### src/sv/dxt_pkg.sv
// Shared types, constants and arithmetic helpers for the block decoder.
package dxt_pkg;

  typedef enum logic [1:0] {
    ModeDxt1Opaque = 2'd0,
    ModeDxt1Alpha  = 2'd1,
    ModeDxt3       = 2'd2,
    ModeDxt5       = 2'd3
  } dxt_mode_t;

  localparam logic [7:0]  WeightTwoThirds = 8'((2 * 256) / 3);
  localparam logic [7:0]  WeightOneThird  = 8'((1 * 256) / 3);
  localparam logic [7:0]  WeightHalf      = 8'd128;
  localparam logic [7:0]  AlphaOpaque     = 8'd255;
  localparam logic [22:0] Div7Mul         = 23'd2341;
  localparam logic [21:0] Div5Mul         = 22'd1639;
  localparam int          TdataOutWidth   = 136;

  typedef struct packed {
    dxt_mode_t             mode;
    logic [3:0][31:0]      pal;
    logic [7:0][7:0]       apal;
    logic [15:0][1:0]      cidx;
    logic [63:0]           ablk;
  } dxt_block_t;

  function automatic logic [23:0] expand565(input logic [15:0] c);
    logic [4:0] r;
    logic [5:0] g;
    logic [4:0] b;
    r = c[15:11];
    g = c[10:5];
    b = c[4:0];
    return {r, r[4:2], g, g[5:4], b, b[4:2]};
  endfunction

  function automatic logic [7:0] lerp_chan(input logic [7:0] c0, input logic [7:0] c1,
                                           input logic [7:0] w);
    logic signed [8:0]  d;
    logic signed [17:0] prod;
    d    = $signed({1'b0, c0}) - $signed({1'b0, c1});
    prod = 18'(d) * $signed({10'b0, w});
    return c1 + prod[15:8];
  endfunction

  function automatic logic [23:0] lerp_rgb(input logic [23:0] c0, input logic [23:0] c1,
                                           input logic [7:0] w);
    return {lerp_chan(c0[23:16], c1[23:16], w),
            lerp_chan(c0[15:8], c1[15:8], w),
            lerp_chan(c0[7:0], c1[7:0], w)};
  endfunction

  function automatic logic [7:0] div7(input logic [10:0] x);
    logic [22:0] p;
    p = {12'b0, x} * Div7Mul;
    return p[21:14];
  endfunction

  function automatic logic [7:0] div5(input logic [10:0] x);
    logic [21:0] p;
    p = {11'b0, x} * Div5Mul;
    return p[20:13];
  endfunction

endpackage

### src/sv/dxt_palette.sv
// Color and alpha palette construction for one compressed block.
module dxt_palette (
  input  dxt_pkg::dxt_mode_t mode,
  input  logic [63:0]        cblk,
  input  logic [63:0]        ablk,
  output dxt_pkg::dxt_block_t blk
);

  logic [15:0] col0;
  logic [15:0] col1;
  logic [23:0] e0;
  logic [23:0] e1;
  logic        dxt1;
  logic        four;
  logic [7:0]  amask;
  logic [7:0]  a0;
  logic [7:0]  a1;
  logic [10:0] sum7 [6];
  logic [10:0] sum5 [4];

  assign col0  = cblk[15:0];
  assign col1  = cblk[31:16];
  assign e0    = dxt_pkg::expand565(col0);
  assign e1    = dxt_pkg::expand565(col1);
  assign dxt1  = (mode == dxt_pkg::ModeDxt1Opaque) || (mode == dxt_pkg::ModeDxt1Alpha);
  assign four  = !dxt1 || (col0 > col1);
  assign amask = dxt1 ? dxt_pkg::AlphaOpaque : 8'd0;
  assign a0    = ablk[7:0];
  assign a1    = ablk[15:8];

  always_comb begin
    for (int k = 0; k < 6; k++) begin
      sum7[k] = 11'(a0) * 11'(6 - k) + 11'(a1) * 11'(k + 1);
    end
    for (int k = 0; k < 4; k++) begin
      sum5[k] = 11'(a0) * 11'(4 - k) + 11'(a1) * 11'(k + 1);
    end
  end

  always_comb begin
    blk.mode   = mode;
    blk.cidx   = cblk[63:32];
    blk.ablk   = ablk;
    blk.pal[0] = {amask, e0};
    blk.pal[1] = {amask, e1};
    if (four) begin
      blk.pal[2] = {amask, dxt_pkg::lerp_rgb(e0, e1, dxt_pkg::WeightTwoThirds)};
      blk.pal[3] = {amask, dxt_pkg::lerp_rgb(e0, e1, dxt_pkg::WeightOneThird)};
    end else begin
      blk.pal[2] = {amask, dxt_pkg::lerp_rgb(e0, e1, dxt_pkg::WeightHalf)};
      blk.pal[3] = (mode == dxt_pkg::ModeDxt1Alpha) ? 32'd0 : {amask, 24'd0};
    end
    blk.apal[0] = a0;
    blk.apal[1] = a1;
    if (a0 > a1) begin
      for (int k = 0; k < 6; k++) begin
        blk.apal[2 + k] = dxt_pkg::div7(sum7[k]);
      end
    end else begin
      for (int k = 0; k < 4; k++) begin
        blk.apal[2 + k] = dxt_pkg::div5(sum5[k]);
      end
      blk.apal[6] = 8'd0;
      blk.apal[7] = dxt_pkg::AlphaOpaque;
    end
  end

endmodule

### src/sv/dxt_row_emit.sv
// Decoded block register, row counter and output row register.
module dxt_row_emit (
  input  logic                                 clk,
  input  logic                                 rst,
  input  logic                                 src_valid,
  output logic                                 src_ready,
  input  dxt_pkg::dxt_block_t                  src,
  output logic                                 m_tvalid,
  input  logic                                 m_tready,
  output logic [dxt_pkg::TdataOutWidth-1:0]    m_tdata,
  output logic                                 m_tlast
);

  dxt_pkg::dxt_block_t blk;
  logic                blk_valid;
  logic [1:0]          row_cnt;
  logic                out_valid;
  logic [3:0][31:0]    out_pix;
  logic [1:0]          out_row;
  logic                out_last;
  logic                out_load;
  logic                blk_done;
  logic                blk_load;
  logic [3:0][31:0]    row_pix;
  logic [15:0][3:0]    a4;
  logic [15:0][2:0]    a3idx;

  assign a4    = blk.ablk;
  assign a3idx = blk.ablk[63:16];

  always_comb begin
    for (int x = 0; x < 4; x++) begin
      logic [3:0] p;
      logic [7:0] alpha;
      p = {row_cnt, 2'(x)};
      case (blk.mode)
        dxt_pkg::ModeDxt3: alpha = {a4[p], a4[p]};
        dxt_pkg::ModeDxt5: alpha = blk.apal[a3idx[p]];
        default:           alpha = 8'd0;
      endcase
      row_pix[x] = blk.pal[blk.cidx[p]] | {alpha, 24'd0};
    end
  end

  assign out_load  = blk_valid && (!out_valid || m_tready);
  assign blk_done  = out_load && (row_cnt == 2'd3);
  assign src_ready = !blk_valid || blk_done;
  assign blk_load  = src_valid && src_ready;

  always_ff @(posedge clk) begin
    if (rst) begin
      blk_valid <= 1'b0;
      row_cnt   <= 2'd0;
      out_valid <= 1'b0;
    end else begin
      if (blk_load) begin
        blk_valid <= 1'b1;
      end else if (blk_done) begin
        blk_valid <= 1'b0;
      end
      if (out_load) begin
        row_cnt <= row_cnt + 2'd1;
      end
      if (out_load) begin
        out_valid <= 1'b1;
      end else if (m_tready) begin
        out_valid <= 1'b0;
      end
    end
  end

  always_ff @(posedge clk) begin
    if (blk_load) begin
      blk <= src;
    end
    if (out_load) begin
      out_pix  <= row_pix;
      out_row  <= row_cnt;
      out_last <= (row_cnt == 2'd3);
    end
  end

  assign m_tvalid = out_valid;
  assign m_tlast  = out_last;
  assign m_tdata  = {6'd0, out_row, out_pix};

`ifndef SYNTHESIS
  a_row_needs_block: assert property (@(posedge clk) disable iff (rst)
    row_cnt != 2'd0 |-> blk_valid)
    else $error("row counter mid-block without a held block");

  a_load_starts_top: assert property (@(posedge clk) disable iff (rst)
    blk_load |=> blk_valid && row_cnt == 2'd0)
    else $error("new block does not start at the top row");

  a_last_on_row3: assert property (@(posedge clk) disable iff (rst)
    out_valid && out_last |-> out_row == 2'd3)
    else $error("last flag on a row other than the bottom row");
`endif

endmodule

### src/sv/dxt_block_decoder_unit.sv
// Top level of the compressed texture block decoder.
//
//  channel  direction  tdata fields (low bit up)                     other
//  s_*      in         color_block[63:0], alpha_block[127:64]        -
//  m_*      out        pixel_left..pixel_right[127:0], row[129:128]  tlast = last_row
//  cfg_*    in         format_mode[1:0]                              write enable
//
//  One request yields four output rows, issued back to back while m_tready
//  stays high; the decoded block register holds each block until its last row is loaded.
//  A request passes the input, decoded block and output row registers in turn.
//  A new block is taken while the previous block still drains its rows.
//  Reset clears all valid flags and sets format_mode to DXT1 opaque.
module dxt_block_decoder_unit (
  input  logic                                 clk,
  input  logic                                 rst,
  input  logic                                 s_tvalid,
  output logic                                 s_tready,
  input  logic [127:0]                         s_tdata,   // color_block, alpha_block
  output logic                                 m_tvalid,
  input  logic                                 m_tready,
  output logic [dxt_pkg::TdataOutWidth-1:0]    m_tdata,   // pixel_left, pixel_second,
                                                          // pixel_third, pixel_right,
                                                          // row_number, zero fill
  output logic                                 m_tlast,
  input  logic                                 cfg_wen,
  input  logic [1:0]                           cfg_wdata  // format_mode
);

  dxt_pkg::dxt_mode_t  mode;
  logic                in_valid;
  logic [63:0]         in_cblk;
  logic [63:0]         in_ablk;
  logic                blk_ready;
  dxt_pkg::dxt_block_t pal_blk;

  assign s_tready = !in_valid || blk_ready;

  always_ff @(posedge clk) begin
    if (rst) begin
      mode     <= dxt_pkg::ModeDxt1Opaque;
      in_valid <= 1'b0;
    end else begin
      if (cfg_wen) begin
        mode <= dxt_pkg::dxt_mode_t'(cfg_wdata);
      end
      if (s_tready) begin
        in_valid <= s_tvalid;
      end
    end
  end

  always_ff @(posedge clk) begin
    if (s_tvalid && s_tready) begin
      in_cblk <= s_tdata[63:0];
      in_ablk <= s_tdata[127:64];
    end
  end

  dxt_palette u_palette (
    .mode (mode),
    .cblk (in_cblk),
    .ablk (in_ablk),
    .blk  (pal_blk)
  );

  dxt_row_emit u_row_emit (
    .clk       (clk),
    .rst       (rst),
    .src_valid (in_valid),
    .src_ready (blk_ready),
    .src       (pal_blk),
    .m_tvalid  (m_tvalid),
    .m_tready  (m_tready),
    .m_tdata   (m_tdata),
    .m_tlast   (m_tlast)
  );

endmodule
### config.mk
export PLATFORM = sky130hd
export DESIGN_NAME = dxt_block_decoder_unit
export DESIGN_NICKNAME = d
export VERILOG_FILES = /design/src/sv/dxt_pkg.sv /design/src/sv/dxt_palette.sv /design/src/sv/dxt_row_emit.sv /design/src/sv/dxt_block_decoder_unit.sv
export SDC_FILE = /design/constraint.sdc
export NUM_CORES = 2
export LEC_CHECK = 0
export BUFFER_PORTS_ARGS = -buffer_cell sky130_fd_sc_hd__buf_2
export CAP_MARGIN = 20
export CORE_MARGIN = 4
export CORE_UTILIZATION = 55
export DETAILED_ROUTE_END_ITERATION = 8
export PLACE_DENSITY = 0.8
export SLEW_MARGIN = 20
export SYNTH_ARGS = -nofsm -noshare
export SYNTH_HDL_FRONTEND = slang
export SYNTH_SLANG_ARGS = --single-unit
### constraint.sdc
create_clock -name clk -period 34.2 [get_ports clk]
set_input_delay 3.42 -clock clk [delete_from_list [all_inputs] [get_ports clk]]
set_output_delay 3.42 -clock clk [all_outputs]
set_load 0.05 [all_outputs]
==> impl_metrics.py <==
metrics = {
    "run_status": {
        "outcome": "completed",
    },
    "hold_path": {
        "worstHoldPathCells": 0,
        "holdCritPathClass": "reg -> reg",
        "hp-start": "in_cblk[52]$_DFFE_PP_",
    },
    "placement": {
        "portBuffers": 267,
        "dp_hpwl_um": 88360,
        "gp_congestion": 0.9360,
        "place_inst": 5472,
    },
    "synthesis": {
        "syn-cell-area_sq_um": 47630,
        "yosysSeqAreaShare": 0.3100,
        "yosysMostFrequentCell": "ha_1",
        "synth_area_leaders": "edfxtp_1 31%, ha_1 24%, fa_1 13%",
        "ys_async_sr_fraction": 0,
        "yosysTopAreaCellShare": 0.3071,
        "yosysTopAreaCell": "edfxtp_1",
        "yosys_most_used_dff": "edfxtp_1",
        "syn_inst": 4120,
        "ys_seq_elements": 494,
        "synth_edf_count": 487,
        "synth_area_per_cell_sq_um": 11.56,
        "synth_commonest_cells": "915 x ha_1, 563 x inv_1, 487 x edfxtp_1, 298 x fa_1, 232 x a21oi_1",
        "synthDistinctLibCells": 87,
        "yosys_warnings": 0,
    },
    "die": {
        "die-area_sq_um": 91370,
        "core-area_sq_um": 85550,
        "initial_core_util": 0.5567,
        "die_h_um": 302.3,
        "ios": 274,
        "die_w_um": 302.3,
        "rows": 107,
    },
    "global_routing": {
        "grt.met1_usage": 0.3034,
        "grt_pass1_wl_um": 176800,
        "grt_pass1_vias": 33494,
        "use_met2": 0.4311,
        "track_usage": 0.2446,
        "antenna_found_initial": 7,
        "grt_use_met3": 0.03919,
        "grt_overflow_total": 0,
        "gr-max-usage-layer": "met2",
        "grt_max_degree": 83,
    },
    "sta": {
        "skew_ps": 48.62,
        "timing.final.setup_violations": 0,
        "min_period_over_period": 0.2423,
        "hold_viol_final": 0,
        "worst_pin_slew_ps": 985.1,
        "relSlewSlack": 0.3432,
        "slew_violations": 0,
        "holdWs_ps": 406.5,
        "rsz0062_at_grt": "false",
        "post-route-min-period_ps": 8287,
        "fin_setup_tns_ps": 0,
        "fmax_mhz": 120.7,
    },
    "clocking": {
        "cts_hold_buffers": 0,
        "htreeDepth": 2,
        "cts.clk_slew.worst_paths_ps": 60,
        "cts_max_path_buffers": 3,
        "post_cts_buffers": 0,
        "numCtsBuffers": 52,
        "clock-sinks": 494,
        "clk_latency_ps": 650,
        "postCtsResizedCells": 0,
        "cts_tree": "done",
        "cts-root-buf": "clkbuf_16",
    },
    "worst_setup_path": {
        "start_kind": "flop",
        "reg2regPathDepth": 30,
        "cp-startpoint": "in_ablk[0]$_DFFE_PP_",
        "rr_startpoint": "in_ablk[0]$_DFFE_PP_",
        "crit_path_end_kind": "flop",
        "path_class": "reg -> reg",
        "crit_arrival_ps": 8620,
        "cp_data_required_time_ps": 34530,
        "crit_path_max_incr_delay_ps": 540,
        "slowest_stage": "fa_1",
        "crit_fanout": 23,
    },
    "routing": {
        "firstDrtPassIters": 8,
        "via_count": 32340,
        "drtIter0Drc": 2111,
        "drt-wirelength-per-cell_um": 19.92,
        "via_per_inst": 5.808,
        "ant_nets": 0,
        "wl_um": 110900,
        "post-route-drc-count": 0,
    },
    "final_layout": {
        "nets": 5730,
        "drive_gt1_frac": 0.1137,
        "fin_cells": 5568,
        "area_delta_synth_final_pct": 9.056,
        "fill_cells": 6582,
    },
    "run": {
        "maxCapViolCount": 0,
    },
}
## critical path, delay by kind of cell, from the launching register on
kind | cells | cell delay [ps]
muxes | 1 | 80
xor gates and xnor gates | 3 | 870
and+or+nand+nor | 5 | 860
buffers and inverters | 6 | 740
adders and majority gates | 9 | 3850
DFF | 1 | 350
AOI/OAI and AO/OA | 6 | 1250
## per-layer routing
metal | up-vias | wire [um]
met5 | - | 40
met4 | 6 | 4297
met3 | 255 | 7773
met2 | 1107 | 54780
met1 | 15705 | 44030
li1 | 15267 | -
## cell type report
class                   instances  area, sq um  share of cell area
repair buffers                294         1539             0.02963
diodes                          1        2.502          0.00004818
clock inverters                34        419.2            0.008070
multi-input cells            2977        30330              0.5840
inverters                     563         2116             0.04074
flip-flops and latches        494        14770              0.2843
clock buffers                  61         1335             0.02570
well taps                    1144         1431             0.02756
## through the flow
stage	worst slack, ps	util	instance area (sq um)
after floorplan	19660	-	47650
after CTS	25940	0.6071	51940
final	25910	0.6071	51940
after global placement	26080	0.5866	50180
after detailed placement	25980	0.5866	50180
after global routing	25310	0.6071	51940
## cell usage in the layout (no fill, tap or decap), types with 80 or more instances in the layout
cell type  instances
inv_1            562
nor2_1           124
buf_2            267
a21oi_1          232
edfxtp_1         487
nand2_1          211
xnor2_1          164
o21ai_0          110
mux2i_1           93
ha_1             915
xor2_1            80
mux4_2            98
fa_1             298
## state kept, by name, summed over array words and instances (netlist names)
name and cells:
u_row_emit.blk 164, u_row_emit.m_tlast 1, u_row_emit.a4 64, u_row_emit.m_tvalid 1, in_valid 1, u_row_emit.row_cnt 2, u_row_emit.blk_valid 1, in_ablk 64
mode 2, u_row_emit.m_tdata 128, u_row_emit.out_row 2, in_cblk 64
## path summary, 6_finish.rpt
check                                   to  slack (ps)
min reg2reg   u_row_emit.blk[84]$_DFFE_PP_         410
max reg2reg  u_row_emit.blk[127]$_DFFE_PP_       25910
max          u_row_emit.blk[127]$_DFFE_PP_       25910
min           u_row_emit.blk[84]$_DFFE_PP_         410
## cell families (layout without fill, tap and decap cells)
family,Yosys count,count (layout),synth area share
adder cells (fa/ha/maj),1213,1213,0.3656
AO/OA/AOI/OAI,684,684,0.09119
buffers and inverters,654,952,0.05401
AND/OR/NAND/NOR,625,625,0.06423
flip-flops,494,494,0.3100
XOR/XNOR,249,249,0.04684
multiplexers,200,200,0.06802
other,1,7,0.00007874
Power is not shown: default switching activity piles up to over one toggle a cycle in this logic, so the estimate is an artifact.
